`config.mk`:
```
export PLATFORM = sky130hd
export DESIGN_NAME = fst_match
export DESIGN_NICKNAME = d
export VERILOG_FILES = /design/src/rtl/fst_pkg.sv /design/src/rtl/fst_match.sv
export SDC_FILE = /design/constraint.sdc
export NUM_CORES = 1
export LEC_CHECK = 0
export BUFFER_PORTS_ARGS = -buffer_cell sky130_fd_sc_hd__buf_2
export CORE_AREA = 2 2 248 250
export DETAILED_ROUTE_END_ITERATION = 10
export DIE_AREA = 0 0 250 252
export PLACE_DENSITY = 0.31
export REMOVE_ABC_BUFFERS = 1
export SLEW_MARGIN = 20
export SYNTH_ARGS = -nofsm -noshare
export SYNTH_HDL_FRONTEND = slang
export SYNTH_SLANG_ARGS = --single-unit
```
`constraint.sdc`:
```
create_clock -name vclk -period 2.14
set_clock_uncertainty 0.2 [all_clocks]
set_input_delay 0.428 -clock vclk [all_inputs]
set_output_delay 0.428 -clock vclk [all_outputs]
set_load 0.1 [all_outputs]
```
`src/rtl/fst_pkg.sv`:
```
// Shared types and constants for the flow statistics table.
// No dependencies; imported by fst_match, fst_update and the top level.
package fst_pkg;

  localparam int TABLE_ENTRIES = 16;
  localparam int IDX_W = (TABLE_ENTRIES > 1) ? $clog2(TABLE_ENTRIES) : 1;
  localparam int CNT_W = $clog2(TABLE_ENTRIES + 1);

  localparam logic [15:0] LEN_ALL_ONES = 16'hFFFF;
  localparam logic [31:0] GAP_ALL_ONES = 32'hFFFF_FFFF;
  localparam logic [2:0]  DUE_PERIOD   = 3'd5;

  localparam int IN_DATA_W  = 336;
  localparam int OUT_DATA_W = 264;

  typedef struct packed {
    logic [63:0] src_high;
    logic [63:0] src_low;
    logic [63:0] dst_high;
    logic [63:0] dst_low;
    logic [31:0] ports;
  } key_t;

  typedef struct packed {
    logic [31:0] first_seen;
    logic [31:0] last_seen;
    logic [31:0] count_all;
    logic [2:0]  count_mod5;
    logic [31:0] count_fwd;
    logic [31:0] sum_fwd;
    logic [31:0] sum_bwd;
    logic [15:0] len_min;
    logic [15:0] len_max;
    logic [31:0] gap_total;
    logic [31:0] gap_low;
    logic [31:0] gap_high;
  } stat_t;

  typedef struct packed {
    logic key_eq;
    logic age_lt;
  } match_t;

endpackage

```
`src/rtl/fst_match.sv`:
```
// Shared compare unit of the scan: key equality and start-time order.
// Depends on fst_pkg.
module fst_match import fst_pkg::*; (
  input  key_t        key_a,
  input  key_t        key_b,
  input  logic [31:0] ts_a,
  input  logic [31:0] ts_b,
  output match_t      res
);

  assign res.key_eq = (key_a == key_b);
  assign res.age_lt = (ts_a < ts_b);

endmodule

```
### Word level (Yosys, flattened, before mapping)

Cells that the tools add are included.

* bits in registers: 0
* bits of input ports: 640
* output and inout port bits: 2
* word-level logic and storage cells: 2

* magnitude comparators: 1
* eq/ne operators: 1

Operators with widths (count)
* $eq 288x288->1: 1
* $lt 32x32->1: 1

### Depth between registers and ports, before layout

* depth after elaboration: 1
* mapped depth: 8
* mapped depth without buffers: 8

### Worst setup path before layout

No wires, ideal clock.

* path kind: input to output
* from: input ts_b[5]
* to: output res[0] in the netlist's numbering
* data arrival time: 3.576 ns
* required time: 1.512 ns
* path slack: -2.064 ns
* stages on the path: 8
* path buffers: 0
* cell sequence: inv_1 > ha_1 > a21o_1 > a21o_1 > a21oi_1 > o31ai_1 > a21o_1 > a21boi_0

RTL lines
* from (decl): line fst_match.sv:7 `input logic [31:0] ts_b,`
* to (decl): line fst_match.sv:8 `output match_t res`

==> reports/qor.yml <==
pwr-share-clk: 0
cp_cell_sequence: "buf_4, xor2_2, nor4_4, buf_4, nand4_1, nor4_2, buf_4, nand4_1, nor4_4, buf_4, buf_12"
fp.dieH_um: 252
track_usage: 0.08110
power.switching_mw: 0.6499
yosysMostFrequentCell: "xnor2_1"
cp-end-kind: "primary output"
seq_cells: 0
wire_per_inst_um: 14.32
syn_area_um2: 3906
fin_ws_ps: -1024
gp_congestion: 0.8588
critPathArrivalTime_ps: 2540
preCtsSetupSlack_ps: -1862
die_area_um2: 63000
ys_seq_area_frac: 0
grt_setup_unrepaired: "yes"
power_frac_comb: 1.000
critPathSlowestCell: "nor4_2"
final_max_slew_viol_count: 0
synth_warnings: 0
seqPwrFrac: 0
routed_wl_um: 27940
grt_remaining_overflow: 0
setup_viol_count_final: 2
nNetsFinal: 1840
drc: 0
max-slew-margin-rel: 0.6287
design_area_um2: 8688
ir_drop_mv: 0.06265
num-fill-cells: 7050
swShare: 0.4277
nClkBuffers: 0
tightest_slew_ps: 555.1
synth_commonest_cells: "xnor2_1 (152), xor2_1 (132), nand4_1 (56)"
dp.final_hpwl_um: 27030
seq_area_um2: 0
ant_nets: 0
crit_path_max_incr_delay_ps: 340
start_util: 0.06496
crit_path_frequent_cell: "buf_4"
drtIter0Drc: 168
hold_violations: 0
cap_viol_max_count: 0
required_ps: 1510
area_growth_pct: 122.4
outcome: "finished with violations"
num_io_pins: 642
violations: "setup timing"
p_int_mw: 0.8695
core_um2: 60130
grt_start_max_net_pins: 4
critPathTopFamily: "simple AND/OR/NAND/NOR gates"
port-buffer-count: 642
cts.hold.buffers_added: 0
fin_crit_sh: 1.478
dieWidth_um: 250
antenna_found_initial: 13
power.density_nw_per_um2: 174.9
critPathKind: "in -> out"
synth_cells: 492
drive_above_1_share: 0.6118
grt_pass1_wl_um: 38270
synth_area_leader_cell: "xnor2_1"
rows: 90
placed_area_um2: 8383
post-route-min-period_ps: 3164
p_leak_nw: 4.285
yosysUniqueCellTypes: 20
via_per_inst: 3.115
vias: 6080
synth_area_per_cell_um2: 7.940
cts_setup_buffers: 0
dr.pass1.iters: 4
worst-path-max-fanout: 1
fmax_ghz: 0.3161
synthTopCellsByArea: "xnor2_1 (34%), xor2_1 (30%), ha_1 (9.9%)"
hold_path_class: "in -> out"
path_buf_inv: 5
grt_pass1_vias: 6579
synth_top_area_share: 0.3408
setup.worst_path.start_class: "input pin"
==> metal layers <==
metal  part of all wire  track usage  up-vias
met5             0.0044            0        -
met4              0.014     0.009239       18
met3              0.082      0.01847       30
met2               0.53       0.1602      342
met1               0.37      0.08971     2616
li1                   -            -     3074
==> stage by stage <==
step                std cells  TNS (ps)  power [mW]  hold WS (ps)  utilization
finish                   1952     -1374       1.519          1382       0.1445
global route             1951     -1587       1.676          1424       0.1444
CTS                      1949     -1433       1.537          1379       0.1436
detailed placement       1950     -2449       1.475          1401       0.1394
global placement         1950     -2338       1.470          1395       0.1394
floorplan                 492     -3629      0.5743          1048            -
==> what timing repair did <==
item	CTS	global route
pin swaps	24	10
endpoints found under the hold margin	0	0
endpoints found under the setup margin	2	2
resized for setup	44	11
==> worst paths after layout <==
kind / cells past startpoint / endpoint / slack [ps] / start
setup / recovery: 11 / res[1] / -1020 / key_b[262]
hold / removal: 7 / res[0] / 1380 / ts_a[31]
==> power groups by stage <==
stage	combinational, mW	sequential [mW]	clock [mW]
2_1_floorplan	0.574	0	0
3_3_place_gp	1.47	0	0
3_5_place_dp	1.48	0	0
4_1_cts	1.54	0	0
5_1_grt	1.68	0	0.000000125
6_report	1.52	0	0.000000188
==> layout make-up <==
type               count  area, µm²  share of cell area
diodes                 3      7.507           0.0008641
inverters             35      131.4             0.01512
multi-input cells    457       4041              0.4652
well taps            782      978.4              0.1126
repair buffers       675       3530              0.4063
==> kinds of logic (layout without fill, tap and decap cells) <==
family / after synthesis / after routing / synth area share
adders and majority gates: 31 / 31 / 0.09929
AOI/OAI and AO/OA: 34 / 34 / 0.05830
xor gates and xnor gates: 284 / 284 / 0.6368
other: 0 / 3 / 0
and+or+nand+nor: 108 / 108 / 0.1720
buffers and inverters: 35 / 710 / 0.03363
==> cell usage in the layout, fill, tap and decap left out, types with 6 or more instances in the layout <==
master / n
a21o_1: 16
nand4_1: 56
xor2_1: 131
inv_2: 7
inv_1: 28
a21oi_2: 6
buf_6: 7
buf_4: 31
ha_4: 7
ha_1: 24
xnor2_1: 151
buf_2: 635
nor4_2: 10
nor4_1: 31
No activity file was read; power rests on OpenSTA's default activity.
