===== src/rtl/fst_ram.sv =====
// Generic single-write, single-read RAM with registered read data.
// No dependencies.
module fst_ram #(
  parameter int WIDTH = 32,
  parameter int DEPTH = 16
) (
  input  logic                                    clk,
  input  logic                                    wr_en,
  input  logic [((DEPTH > 1) ? $clog2(DEPTH) : 1)-1:0] wr_addr,
  input  logic [WIDTH-1:0]                        wr_data,
  input  logic [((DEPTH > 1) ? $clog2(DEPTH) : 1)-1:0] rd_addr,
  output logic [WIDTH-1:0]                        rd_data
);

  logic [WIDTH-1:0] mem [DEPTH];

  always_ff @(posedge clk) begin
    if (wr_en) begin
      mem[wr_addr] <= wr_data;
    end
    rd_data <= mem[rd_addr];
  end

endmodule


===== config.mk =====
export PLATFORM = sky130hd
export DESIGN_NAME = fst_ram
export DESIGN_NICKNAME = d
export VERILOG_FILES = /design/src/rtl/fst_ram.sv
export SDC_FILE = /design/constraint.sdc
export NUM_CORES = 1
export LEC_CHECK = 0
export BUFFER_PORTS_ARGS = -buffer_cell sky130_fd_sc_hd__buf_2
export CORE_MARGIN = 1.5
export CORE_UTILIZATION = 40
export DETAILED_ROUTE_END_ITERATION = 16
export MAX_ROUTING_LAYER = met4
export PLACE_DENSITY = 0.58
export RECOVER_POWER = 25
export SYNTH_ARGS = -nofsm -noshare
export SYNTH_HDL_FRONTEND = slang
export SYNTH_SLANG_ARGS = --single-unit

===== constraint.sdc =====
create_clock -name clk -period 5.1 [get_ports clk]
set_clock_uncertainty 0.2 [all_clocks]
set_input_delay 1.275 -clock clk [delete_from_list [all_inputs] [get_ports clk]]
set_output_delay 1.275 -clock clk [all_outputs]
set_load 0.02 [all_outputs]

Yosys cells after proc, flatten, opt, wreduce, memory -nomap -nowiden. Memory sizes are Yosys's and may differ from the RTL's. A register that Yosys moved wholly into a read port is not among the register bits. Index checks and enable logic that the tools add are counted.

Flip-flop bits (word level): 0. Memories: 1. Bits of input ports: 42. Bits in writable memories: 512.

Memories: mem (words 16, width 32, rd ports 1, clocked after Yosys merged registers in 1, write ports 1, RTL line 15) `logic [WIDTH-1:0] mem [DEPTH];`.

Mux-type cells: 2.

Operator list (number): 1-bit 2-to-1 mux (2).

Depth between registers and ports, before layout.
Depth after elaboration: 2. Mapped depth: 5. Depth with buffers taken out: 3.

Worst setup path before layout. Ideal clock, no wire load.

Path kind: input port to flip-flop. Start point: input port wr_addr[2] (netlist name). End point: memory mem[0][0] (enable). Slack: 445 ps. Cell stages on the path: 2. Path buffers: 0. Data required time: 4439 ps. Library setup time: 461 ps. Arrival time: 3993 ps. Cells stage by stage: or3b_2 > nor3_1.

RTL lines: start, declared (RTL line 9) `input logic [((DEPTH > 1) ? $clog2(DEPTH) : 1)-1:0] wr_addr,`; end, declared (RTL line 15).

No word-level cell before the write port.

Worst setup path in the final report.
Start point: input port wr_addr[2] (netlist name). End point: memory mem[2][22] (enable).

No word-level cell before the write port.

==> flow_summary.toml <==
[run_status]
outcome = "completed"

[setup_path]
r2r-end = "rd_data[17]$_DFF_P_"
worst_path_max_delay_cell = "nor2_4"
cpPeakStageDelay_ns = 0.73
crit_chain = "buf_2 -> or3b_2 -> nor2_4 -> buf_4"
worstSetupPathType = "primary input to flip-flop"
cp.arrival_ns = 3.04
cp_max_fo = 24
reg2reg_slack_ns = 3.43
reg2reg_from = "mem[3][17]$_DFFE_PP_"
cp_data_required_time_ns = 5.20
cp-start-kind = "primary input"
reg2regPathDepth = 3
crit_path_end_kind = "flip-flop"

[global_routing]
grt_pass1_wl_um = 60900
grt_overflow = 0
grtUsageTotal = 0.171
antenna_found_initial = 1
grt_max_degree = 50
grt_pass1_vias = 9368

[synthesis]
yosys.area_share.adder = 0
ys_types = 18
synth_top_area_frac = 0.774
avgSynthCellArea_um2 = 23.7
yosys.area_share.simple = 0.0127
synth-xor-area-share = 0
synth_top_cell_by_area = "edfxtp_1"
ys_warn_count = 0
ys_seq_area_frac = 0.807
synth_top_family_by_area = "multiplexers"
synth_mux_area_frac = 0.145
syn-cell-area_um2 = 19900
ys_ff_latch = 544
synthCells = 838
syn_nets = 880
synth_compound_area_frac = 0.0242
synthTopCellsByArea = "edfxtp_1 (77%), mux4_2 (15%), dfxtp_1 (3.2%), a22oi_1 (2.4%), nand2_1 (0.62%)"

[power]
switching_power_uw = 1920
p_sw_frac = 0.203
irDropWorstVdd_mv = 0.239
pwr-share-comb = 0.049
clockPowerShare = 0.418
internal_power_uw = 7510
powerDensity_nw_per_um2 = 410
pwr-share-seq = 0.533
p_leak_uw = 0.00732

[detailed_routing]
via_per_inst = 5.36
drc_errors = 0
wl_met1_um = 19600
wire_per_inst_um = 24.8
routed_wl_um = 41300
drt_pass1_iterations = 5
ant_nets = 0
highest_layer = "met4"
vias = 8934
routed-wl-met3_um = 2260
met2_length_um = 18800
dr.first_iter.drc_count = 821

[clocking]
cts_hold_buf = 0
cts_buffers = 55
cts.root.buffer_cell = "clkbuf_16"
h-tree-depth = 2
path_clk_slew_ns = 0.06
clkSinkCount = 544
clk_path_buf_depth = 3
cts_resized = 0
clock_latency_ns = 0.59
post_cts_buffers = 0
cts_tree = "built"

[hold_path]
min-delay-start = "mem[14][23]$_DFFE_PP_"
min_to = "rd_data[23]$_DFF_P_"
hold_path.class = "flip-flop to flip-flop"
min_delay_path_depth = 3

[placement]
place_ws_ns = 1.53
dp_hpwl_um = 22100
place.port_buffers = 73
place_area_um2 = 21300
gp_congestion = 0.702
dp.cells = 1564

[floorplan]
core_um2 = 49000
rows = 81
die_h_um = 226
start_util = 0.406
fp.dieArea_um2 = 51000
top_level_ports = 74
die_w_um = 226

[sta]
fin_ws_ns = 2.16
fin_tns_setup_ns = 0
tightest_slew_ns = 1.19
hold_viol = 0
fmax_ghz = 0.340
fin_crit_ns = 2.94
finalSetupViolCount = 0
report.final.slew_viol_count = 0
fin_crit_sh = 0.577
slew_headroom = 0.204
rsz0062_at_grt = "false"

[final_layout]
drive_gt1_frac = 0.308
finish.instance_area_um2 = 23000
final_cells = 1668
post-route-util = 0.470
nets = 999
area_delta_synth_final_pct = 16.0

[run]
maxCapViolCount = 0
layout make-up:
| class | instances | area, um^2 |
|---|---|---|
| clock inverter | 14 | 146 |
| timing repair buffer | 105 | 641 |
| antenna | 1 | 2.50 |
| tap | 664 | 831 |
| fill | 3992 | 25900 |
| clock buffer | 89 | 1640 |
| sequential | 544 | 16000 |
| multi-input combinational | 251 | 3750 |
registers in the layout (all words and copies together), names as in the netlist:
name     flops
mem        512
rd_data     32
cells by family after synthesis:
kind of cell | count (synthesis)
flip-flops | 544
multiplexers | 128
AO/OA/AOI/OAI | 64
AND/OR/NAND/NOR | 59
buffers and inverters | 43
how the worst max path moves through the flow:
stage                     startpoint                   end  slack [ns]
final                     wr_addr[2]  mem[2][22]$_DFFE_PP_        2.16
after global routing      wr_addr[2]  mem[2][27]$_DFFE_PP_        2.08
after CTS                 wr_addr[2]  mem[2][27]$_DFFE_PP_        2.16
after detailed placement  wr_addr[2]  mem[2][21]$_DFFE_PP_        1.53
after global placement    wr_addr[2]  mem[2][24]$_DFFE_PP_        1.54
after floorplan           wr_addr[2]   mem[0][0]$_DFFE_PP_        0.45
placed cells by master (no fill, tap or decap), types with 4 or more instances in the layout:
cell	instances
dfxtp_1	32
clkinv_1	4
nand2_1	33
clkinv_2	5
buf_2	50
buf_4	29
clkbuf_16	57
nor3_2	4
edfxtp_1	512
clkbuf_1	44
mux4_2	128
clkbuf_8	10
nor2_4	13
a22oi_1	64
buf_12	4
metal layers:
layer | vias to the layer above | global-route usage
met1 | 4823 | 0.250
met5 | - | -
met2 | 242 | 0.249
li1 | 3814 | -
met4 | 0 | 0.0465
met3 | 55 | 0.0295
cells in the mapped netlist (all sizes together):
| cell type | number |
|---|---|
| dfxtp | 32 |
| nand3b | 2 |
| edfxtp | 512 |
| and2 | 1 |
| buf | 26 |
| a22oi | 64 |
| nor2 | 13 |
| nor3 | 4 |
| nand2b | 2 |
| or3b | 1 |
| clkbuf | 17 |
| nand2 | 33 |
| mux4 | 128 |
| nand3 | 1 |
| nor2b | 2 |
critical path, delay by kind of cell:
kind / cells / cell delay (ns)
buffers and inverters: 2 / 0.42
and+or+nand+nor: 2 / 1.33
power by group through the flow:
stage | Sequential [uW] | Combinational [uW] | Clock [uW]
6_report | 5030 | 464 | 3940
5_1_grt | 5040 | 502 | 4170
4_1_cts | 5030 | 478 | 4020
3_5_place_dp | 5120 | 478 | 0
3_3_place_gp | 5120 | 471 | 0
2_1_floorplan | 5150 | 240 | 0
per-stage QoR:
stage	hold WS [ns]	power [uW]
after floorplan	0.435	5390
after CTS	0.464	9520
after global placement	0.442	5590
final	0.460	9430
after detailed placement	0.452	5600
after global routing	0.487	9710
Power figures use the tool's default switching activity.
