### src/rtl/fst_pkg.sv
// Shared types and constants for the flow statistics table.
// No dependencies; imported by fst_match, fst_update and the top level.
package fst_pkg;

  localparam int TABLE_ENTRIES = 16;
  localparam int IDX_W = (TABLE_ENTRIES > 1) ? $clog2(TABLE_ENTRIES) : 1;
  localparam int CNT_W = $clog2(TABLE_ENTRIES + 1);

  localparam logic [15:0] LEN_ALL_ONES = 16'hFFFF;
  localparam logic [31:0] GAP_ALL_ONES = 32'hFFFF_FFFF;
  localparam logic [2:0]  DUE_PERIOD   = 3'd5;

  localparam int IN_DATA_W  = 336;
  localparam int OUT_DATA_W = 264;

  typedef struct packed {
    logic [63:0] src_high;
    logic [63:0] src_low;
    logic [63:0] dst_high;
    logic [63:0] dst_low;
    logic [31:0] ports;
  } key_t;

  typedef struct packed {
    logic [31:0] first_seen;
    logic [31:0] last_seen;
    logic [31:0] count_all;
    logic [2:0]  count_mod5;
    logic [31:0] count_fwd;
    logic [31:0] sum_fwd;
    logic [31:0] sum_bwd;
    logic [15:0] len_min;
    logic [15:0] len_max;
    logic [31:0] gap_total;
    logic [31:0] gap_low;
    logic [31:0] gap_high;
  } stat_t;

  typedef struct packed {
    logic key_eq;
    logic age_lt;
  } match_t;

endpackage

### src/rtl/fst_update.sv
// Statistics update of one entry for one packet.
// Depends on fst_pkg.
module fst_update import fst_pkg::*; (
  input  stat_t       cur,
  input  logic [15:0] len,
  input  logic        fwd,
  input  logic [31:0] now,
  output stat_t       nxt,
  output logic        due
);

  logic [31:0] gap;
  logic [31:0] cnt;
  logic [2:0]  mod5;

  always_comb begin
    gap  = now - cur.last_seen;
    cnt  = cur.count_all + 32'd1;
    // residue follows the count, including its wrap to zero
    if (cnt == 32'd0) begin
      mod5 = 3'd0;
    end else if (cur.count_mod5 == DUE_PERIOD - 3'd1) begin
      mod5 = 3'd0;
    end else begin
      mod5 = cur.count_mod5 + 3'd1;
    end
    nxt            = cur;
    nxt.count_all  = cnt;
    nxt.count_mod5 = mod5;
    nxt.last_seen  = now;
    if (fwd) begin
      nxt.count_fwd = cur.count_fwd + 32'd1;
      nxt.sum_fwd   = cur.sum_fwd + {16'd0, len};
    end else begin
      nxt.sum_bwd   = cur.sum_bwd + {16'd0, len};
    end
    if (len < cur.len_min) nxt.len_min = len;
    if (len > cur.len_max) nxt.len_max = len;
    if (cnt > 32'd1) begin
      nxt.gap_total = cur.gap_total + gap;
      if (gap < cur.gap_low)  nxt.gap_low  = gap;
      if (gap > cur.gap_high) nxt.gap_high = gap;
    end
    due = (cnt != 32'd0) && (mod5 == 3'd0);
  end

endmodule

### config.mk
export PLATFORM = sky130hd
export DESIGN_NAME = fst_update
export DESIGN_NICKNAME = d
export VERILOG_FILES = /design/src/rtl/fst_pkg.sv /design/src/rtl/fst_update.sv
export SDC_FILE = /design/constraint.sdc
export NUM_CORES = 1
export LEC_CHECK = 0
export BUFFER_PORTS_ARGS = -buffer_cell sky130_fd_sc_hd__buf_2
export CAP_MARGIN = 10
export CORE_AREA = 2 2 271 273
export DETAILED_ROUTE_END_ITERATION = 8
export DIE_AREA = 0 0 273 275
export PLACE_DENSITY = 0.44
export SLEW_MARGIN = 40
export SYNTH_ARGS = -nofsm -noshare
export SYNTH_HDL_FRONTEND = slang
export SYNTH_SLANG_ARGS = --single-unit
### constraint.sdc
create_clock -name vclk -period 16.8
set_input_delay 2.52 -clock vclk [all_inputs]
set_output_delay 2.52 -clock vclk [all_outputs]
set_load 0.02 [all_outputs]
# Yosys cells after proc, flatten, opt, wreduce, memory -nomap -nowiden

Index checks and enable logic that the tools add are counted.

Bits in registers: 0
Bits in latches: 0
RAM bits: 0
Memory bits (read-only): 0
Input port bits: 372
Output and inout port bits: 324
Logic and storage cells: 26
Memories kept: 0

Add/subtract/negate cells: 7
Multiply operators: 0
Div/mod/pow operators: 0
Magnitude comparators: 5
Eq/ne operators: 1
Shift-type cells: 0
Muxes and demuxes: 9
Bitwise operators: 0
Reductions and logical operators: 4

Operator list:

| kind                                                                  | number |
|---|---|
| 32-bit two-way mux                                                    | 3 |
| 96-bit two-way mux                                                    | 1 |
| 32-bit by 1-bit adder with 32-bit output, second input constant       | 2 |
| 32-bit by 16-bit adder with 32-bit output                             | 2 |
| 64-bit two-way mux                                                    | 1 |
| 32-bit adder                                                          | 1 |
| 32-bit by 1-bit > comparator with 1-bit output, second input constant | 1 |
| 32-bit > comparator                                                   | 1 |
| 32-bit zero test                                                      | 1 |
| 32-bit less-than comparator                                           | 1 |
| 16-bit two-way mux                                                    | 2 |
| 32-bit nonzero test                                                   | 1 |
| 32-bit subtractor                                                     | 1 |
| 16-bit > comparator                                                   | 1 |
| 16-bit less-than comparator                                           | 1 |
| 3-bit two-way mux                                                     | 2 |
| 3-bit by 1-bit adder with 3-bit output, second input constant         | 1 |
| 3-bit == test, second input constant                                  | 1 |
| 3-bit zero test                                                       | 1 |
| 1-bit logical AND                                                     | 1 |

# Logic depth before layout (Yosys ltp)

Gate-level depths: netlist (run 1).

Word-level depth: 5
Mapped depth: 23
Depth with buffers taken out: 22

# Least setup slack after synthesis (run 1)

OpenSTA, ideal clock, no wires.

Kind: input port to output port
Start point: input port now[0]
End point: output port nxt[10] (netlist bit)
Data arrival time: 6.805 ns
Required time: 14.280 ns
Slack: 7.475 ns
Stages on the path: 21
Path buffers: 1
Path through: inv_1 > ha_1 > inv_1 > fa_1 > a211oi_1 > o21ai_0 > a31oi_1 > o31ai_1 > a31oi_1 > o2111ai_1 > a21oi_1 > xnor2_1 > ha_1 > nand4_1 > nor2_1 > nand2_1 > or4_1 > nand3b_1 > o311ai_4 > buf_6 > mux2_1

RTL lines:

| item            | line            | text |
|---|---|---|
| start, declared | fst_update.sv:7 | `input logic [31:0] now,` |
| end, declared   | fst_update.sv:8 | `output stat_t nxt,` |

==> impl_metrics.csv, run 1 <==
group,metric,value,unit
outcome,status,"complete, no violations",
power_and_ir_drop,power_frac_comb,100.0,%
setup_path,slowest_delay,0.56,ns
synth,syn_avg_cell_area,7.16,µm²
placed_design,gp_congestion,0.945,
global_route,grt_usage,15.1,%
sta,setup_tns,0,ns
power_and_ir_drop,internal_power,384,µW
drt,firstDrtPassIters,5,
final_layout,nets,2732,
floorplan,ioPinCount,696,
setup_path,cp_top_family,"compound AO/OA/AOI/OAI gates",
synth,ys_seq_area_share,0,%
placed_design,place_hpwl,55000,µm
drt,viasPerCell,4.41,
synth,synth_top_family_by_area,"compound AO/OA/AOI/OAI gates",
synth,synth_common_cells,"ha_1 (193), inv_1 (168), a21oi_1 (111), xnor2_1 (111)",
placed_design,io_buffers,632,
setup_path,cp-end-kind,"primary output",
floorplan,row_count,99,
sta,max_freq,0.0921,GHz
final_layout,finish.utilization,21.5,%
power_and_ir_drop,power.total,1000,µW
global_route,grt_pass1_vias,13500,
synth,yosysMostFrequentCell,"ha_1",
final_layout,syn_to_final_growth,34.2,%
floorplan,die_y,275,µm
cts,post_cts_buffers,0,
drt,drt_wl_total,61200,µm
sta,tightest_slew,0.760,ns
floorplan,die_w,273,µm
final_layout,seqCellArea,0,µm²
global_route,grt_max_degree,52,
sta,rsz0062_at_grt,"false",
floorplan,initial_core_util,16.0,%
floorplan,fp.dieArea,75100,µm²
sta,finalMaxSlewViolations,0,
setup_path,cp-start-kind,"input port",
drt,drc,0,
synth,netlist.area_leader.share,20.9,%
setup_path,critPathBufInv,6,
synth,synth_area,11600,µm²
power_and_ir_drop,p_sw_share,61.7,%
setup_path,worstPathArrival,8.33,ns
power_and_ir_drop,switchingPower,618,µW
setup_path,cp-startpoint,"now[0]",
final_layout,design_area,15500,µm²
synth,synth.area.mux_share,12.1,%
global_route,antenna_found_initial,19,
synth,synthSimpleGateAreaFrac,19.7,%
power_and_ir_drop,clkPwrFrac,0,%
power_and_ir_drop,ir_worst_vdd,41.5,µV
setup_path,crit_path_top_delay_cell,"or4_1",
synth,ys_types,66,
sta,hold_viol,0,
sta,finalCriticalPeriod,10.85,ns
final_layout,clkbuf_count,0,
worst_hold_path,hp-class,"input port to primary output",
final_layout,fill_cells,8344,
synth,synth_area_leaders,"ha_1 (21%), xnor2_1 (8.4%), mux2_2 (8.3%)",
cts,ctsResizeCount,0,
power_and_ir_drop,sequentialPowerShare,0,%
drt,vias,13800,
setup_path,crit_cells,24,
run,cap_violations,0,
sta,slew_headroom,48.8,%
synth,synthXorXnorAreaFrac,13.0,%
global_route,grt_pass1_wl,85300,µm
synth,synth_compound_area_share,22.1,%
setup_path,crit_chain,"buf_2 > inv_1 > ha_1 > inv_1 > fa_1 > a211oi_1 > o21ai_0 > a31oi_1 > o31ai_2 > a31oi_1 > o2111ai_1 > a21oi_1 > xnor2_1 > buf_4 > ha_1 > nand4_1 > nor2_1 > nand2_1 > or4_1 > nand3b_1 > o311ai_4 > buf_4 > mux2_1 > buf_2",
drt,avgRoutedWirePerCell,19.6,µm
synth,syn_nets,2185,
floorplan,core_area,72300,µm²
synth,yosys.area.top_type,"ha_1",
sta,setup_viol,0,
final_layout,layout-drive-gt1-share,35.6,%
worst_hold_path,hp-start,"cur[294]",
setup_path,worstSetupEndpoint,"nxt[26]",
drt,drt-initial-drc-count,488,
setup_path,crit_type,"input port to primary output",
setup_path,cp.required,14.28,ns
final_layout,seq_cell_count,0,
power_and_ir_drop,cellPowerDensity,64.5,nW/µm²
synth,synthAdderAreaFrac,21.6,%
drt,antenna_left,0,
global_route,grt.overflow.total,0,
power_and_ir_drop,p_leak,0.00803,µW
synth,netlist_instances,1616,
cts,cts_hold_buf,0,
setup_path,worstPathMaxFanout,32,
placed_design,place_area,15500,µm²
synth,ys_warn_count,0,
sta,post-route-period-util,64.6,%
## cell type report
cell class / count / area, µm² / share of cell area, %
Inverter: 168 / 631 / 4.06
Antenna cell: 6 / 15.0 / 0.0967
Tap cell: 959 / 1200 / 7.73
Timing Repair Buffer: 655 / 3330 / 21.5
Multi-Input combinational cell: 1338 / 10300 / 66.7
## power groups by stage
| stage | Combinational [µW] | Sequential (µW) | Clock, µW |
|---|---|---|---|
| 2_1_floorplan | 649 | 0 | 0 |
| 3_3_place_gp | 1010 | 0 | 0 |
| 3_5_place_dp | 1010 | 0 | 0 |
| 4_1_cts | 1010 | 0 | 0 |
| 5_1_grt | 1090 | 0 | 0.0000239 |
| 6_report | 1000 | 0 | 0.0000479 |
## how the worst min path moves through the flow
| stage | slack (ns) | endpoint | cells after the start |
|---|---|---|---|
| finish | 5.04 | nxt[294] | 0 |
| global route | 5.04 | nxt[298] | 0 |
| CTS | 5.04 | nxt[291] | 0 |
| detailed placement | 5.04 | nxt[291] | 0 |
| global placement | 5.04 | nxt[291] | 0 |
| floorplan | 5.12 | nxt[224] | 1 |
## cells by family (layout without fill, tap and decap cells)
| logic type | after synthesis | after routing |
|---|---|---|
| other cells | 0 | 6 |
| simple gates | 448 | 448 |
| buf+inv | 278 | 823 |
| compound gates | 396 | 396 |
| xor+xnor | 172 | 172 |
| fa+ha+maj | 197 | 197 |
| mux | 125 | 125 |
## placed cells by master (no fill, tap or decap), types with 56 or more instances in the layout
cell | synthesis | routed
mux2_2 | 85 | 85
o21ai_0 | 79 | 79
ha_1 | 193 | 193
a21o_1 | 69 | 69
inv_1 | 168 | 168
nand2_1 | 99 | 99
nor2_1 | 99 | 99
xor2_1 | 61 | 60
a21oi_1 | 111 | 111
buf_2 | 8 | 633
nand3_1 | 56 | 56
xnor2_1 | 111 | 103
## stage by stage
step	setup slack, ns	hold WS [ns]	instances
after floorplan	7.47	5.12	1616
after global placement	5.89	5.04	3119
after detailed placement	5.79	5.04	3120
after CTS	5.74	5.04	3120
after global routing	5.54	5.04	3123
final	5.95	5.04	3126
## metal layers
metal | GRT usage (%) | vias up | share of wire [%]
met4 | 3.68 | 20 | 2.9
met2 | 29.2 | 543 | 51
met3 | 3.80 | 82 | 8.1
li1 | - | 6868 | -
met1 | 16.3 | 6265 | 38
met5 | 0 | - | 0.19
Note: power is estimated with default switching activity, not from simulation.
==> run 2, diff against run 1 <==
clock period = 10.5 ns   (was 16.8 ns; I/O delays follow)
==> run 2 against run 1 <==
Compared with the run above: utilization did not move; die area did not move; power rose by 62%; non-clock buffer count rose by 4; routed wire length rose by 1.1%; setup slack got worse by 3.9 ns; via count rose by 0.37%; clock-buffer cell count did not move; final area did not move; combinational power rose by 62%; critical path depth fell by 1; sequential cell count did not move; critical path type unchanged; critical endpoint is now nxt[31]; largest power group unchanged; highest routed layer unchanged.
==> impl_metrics.csv, run 2 (synthesis results as in run 1) <==
group,metric,value,unit
sta,slew_headroom,47.7,%
floorplan,die_w,273,µm
global_route,use_met3,2.71,%
power_and_ir_drop,p_leak,0.00803,µW
final_layout,instances_no_fill,3126,
run,cap_violations,0,
power_and_ir_drop,ir_worst_vdd,72.4,µV
setup_path,critPathBufInv,5,
setup_path,cp-start-kind,"input port",
outcome,status,"complete, no violations",
drt,vias,13800,
setup_path,cp_top_family,"compound AO/OA/AOI/OAI gates",
placed_design,dp.cells,3124,
setup_path,crit_type,"input port to primary output",
power_and_ir_drop,power_frac_comb,100.0,%
final_layout,nets,2736,
global_route,grt_pass1_vias,13200,
global_route,grt.overflow.total,0,
final_layout,seqCellArea,0,µm²
final_layout,layout_common_cells,"buf_2 (632), ha_1 (193), inv_1 (168)",
final_layout,seq_cell_count,0,
global_route,grt_max_degree,58,
placed_design,dp_slack,2.14,ns
global_route,grt_usage,15.2,%
setup_path,worstSetupEndpoint,"nxt[31]",
sta,setup_tns,0,ns
global_route,met2_usage,29.1,%
power_and_ir_drop,sequentialPowerShare,0,%
worst_hold_path,hp-class,"input port to primary output",
floorplan,row_count,99,
power_and_ir_drop,clkPwrFrac,0,%
cts,post_cts_buffers,0,
sta,rsz0062_at_grt,"false",
setup_path,slowest_delay,0.54,ns
final_layout,syn_to_final_growth,34.2,%
setup_path,crit_path_top_delay_cell,"or4_1",
sta,max_freq,0.119,GHz
sta,finalMaxSlewViolations,0,
sta,hold-worst-slack,3.15,ns
floorplan,core_area,72300,µm²
setup_path,cp.required,8.93,ns
setup_path,cp-startpoint,"now[0]",
sta,post-route-period-util,80.0,%
final_layout,layout-drive-gt1-share,35.6,%
placed_design,gp_congestion,0.934,
sta,hold_viol,0,
setup_path,worstPathArrival,6.83,ns
sta,finalCriticalPeriod,8.40,ns
setup_path,crit_cells,23,
floorplan,fp.dieArea,75100,µm²
setup_path,worstPathMaxFanout,28,
global_route,top_usage_layer,"met2",
drt,firstDrtPassIters,5,
global_route,antenna_found_initial,17,
floorplan,initial_core_util,16.0,%
floorplan,ioPinCount,696,
final_layout,design_area,15500,µm²
cts,cts_hold_buf,0,
drt,drt_wl_total,61800,µm
global_route,grt_pass1_wl,86000,µm
final_layout,clkbuf_count,0,
final_layout,layout_commonest_cell,"buf_2",
placed_design,place_hpwl,55500,µm
drt,drc,0,
floorplan,die_y,275,µm
drt,avgRoutedWirePerCell,19.8,µm
placed_design,place_area,15500,µm²
sta,fin_ws,2.10,ns
sta,tightest_slew,0.776,ns
drt,antenna_left,0,
power_and_ir_drop,cellPowerDensity,104,nW/µm²
global_route,use_met1,17.5,%
power_and_ir_drop,switchingPower,999,µW
sta,setup_viol,0,
placed_design,io_buffers,632,
drt,drt-initial-drc-count,640,
setup_path,cp-end-kind,"primary output",
cts,ctsResizeCount,0,
setup_path,crit_chain,"buf_2 > inv_1 > ha_1 > inv_1 > fa_1 > a211oi_1 > o21ai_0 > a31oi_1 > o31ai_2 > a31oi_1 > o2111ai_1 > a21oi_1 > xnor2_1 > ha_1 > nand4_1 > nor2_1 > nand2_1 > or4_1 > nand3b_1 > o311ai_4 > buf_12 > mux2_1 > buf_2",
power_and_ir_drop,internal_power,621,µW
power_and_ir_drop,p_sw_share,61.7,%
drt,viasPerCell,4.42,
-- run 2: cell count changes in the layout (fill, tap and decap cells not counted) --
| cell | delta |
|---|---|
| buf_12 | +1 |
| buf_2 | -1 |
| buf_4 | +4 |
| diode_2 | -4 |
| nand3_2 | +1 |
| nand3_4 | -1 |
| nor2_1 | -1 |
| nor2_2 | +1 |
| xnor2_1 | +4 |
| xnor2_2 | -4 |
-- run 2: worst min-delay path by stage --
stage / startpoint / endpoint / cells past startpoint
5_1_grt: cur[298] / nxt[298] / 0
4_1_cts: cur[291] / nxt[291] / 0
3_3_place_gp: cur[291] / nxt[291] / 0
3_5_place_dp: cur[291] / nxt[291] / 0
2_1_floorplan: cur[224] / nxt[224] / 1
6_report: cur[294] / nxt[294] / 0
-- run 2: layer usage --
| layer | routed length [µm] | up-vias | part of all wire (%) |
|---|---|---|---|
| met5 | 91 | - | 0.15 |
| met4 | 1540 | 16 | 2.5 |
| met3 | 4160 | 72 | 6.7 |
| met2 | 31200 | 586 | 50 |
| met1 | 24800 | 6294 | 40 |
| li1 | - | 6861 | - |
-- run 2: area by class of cell --
| class | count | area, µm² |
|---|---|---|
| Tap cell | 959 | 1200 |
| Antenna cell | 2 | 5.00 |
| Multi-Input combinational cell | 1338 | 10300 |
| Fill cell | 8355 | 56800 |
| Timing Repair Buffer | 659 | 3380 |
| Inverter | 168 | 631 |
-- run 2: through the flow --
step / power, µW / utilization [%]
4_1_cts: 1640 / 21.4
3_5_place_dp: 1630 / 21.4
6_report: 1620 / 21.5
3_3_place_gp: 1630 / 21.4
2_1_floorplan: 1040 / -
5_1_grt: 1750 / 21.5
-- run 2: power by group through the flow --
stage | clock network, µW | logic [µW] | registers [µW]
finish | 0.0000532 | 1620 | 0
global route | 0 | 1750 | 0
CTS | 0 | 1640 | 0
detailed placement | 0 | 1630 | 0
global placement | 0 | 1630 | 0
floorplan | 0 | 1040 | 0
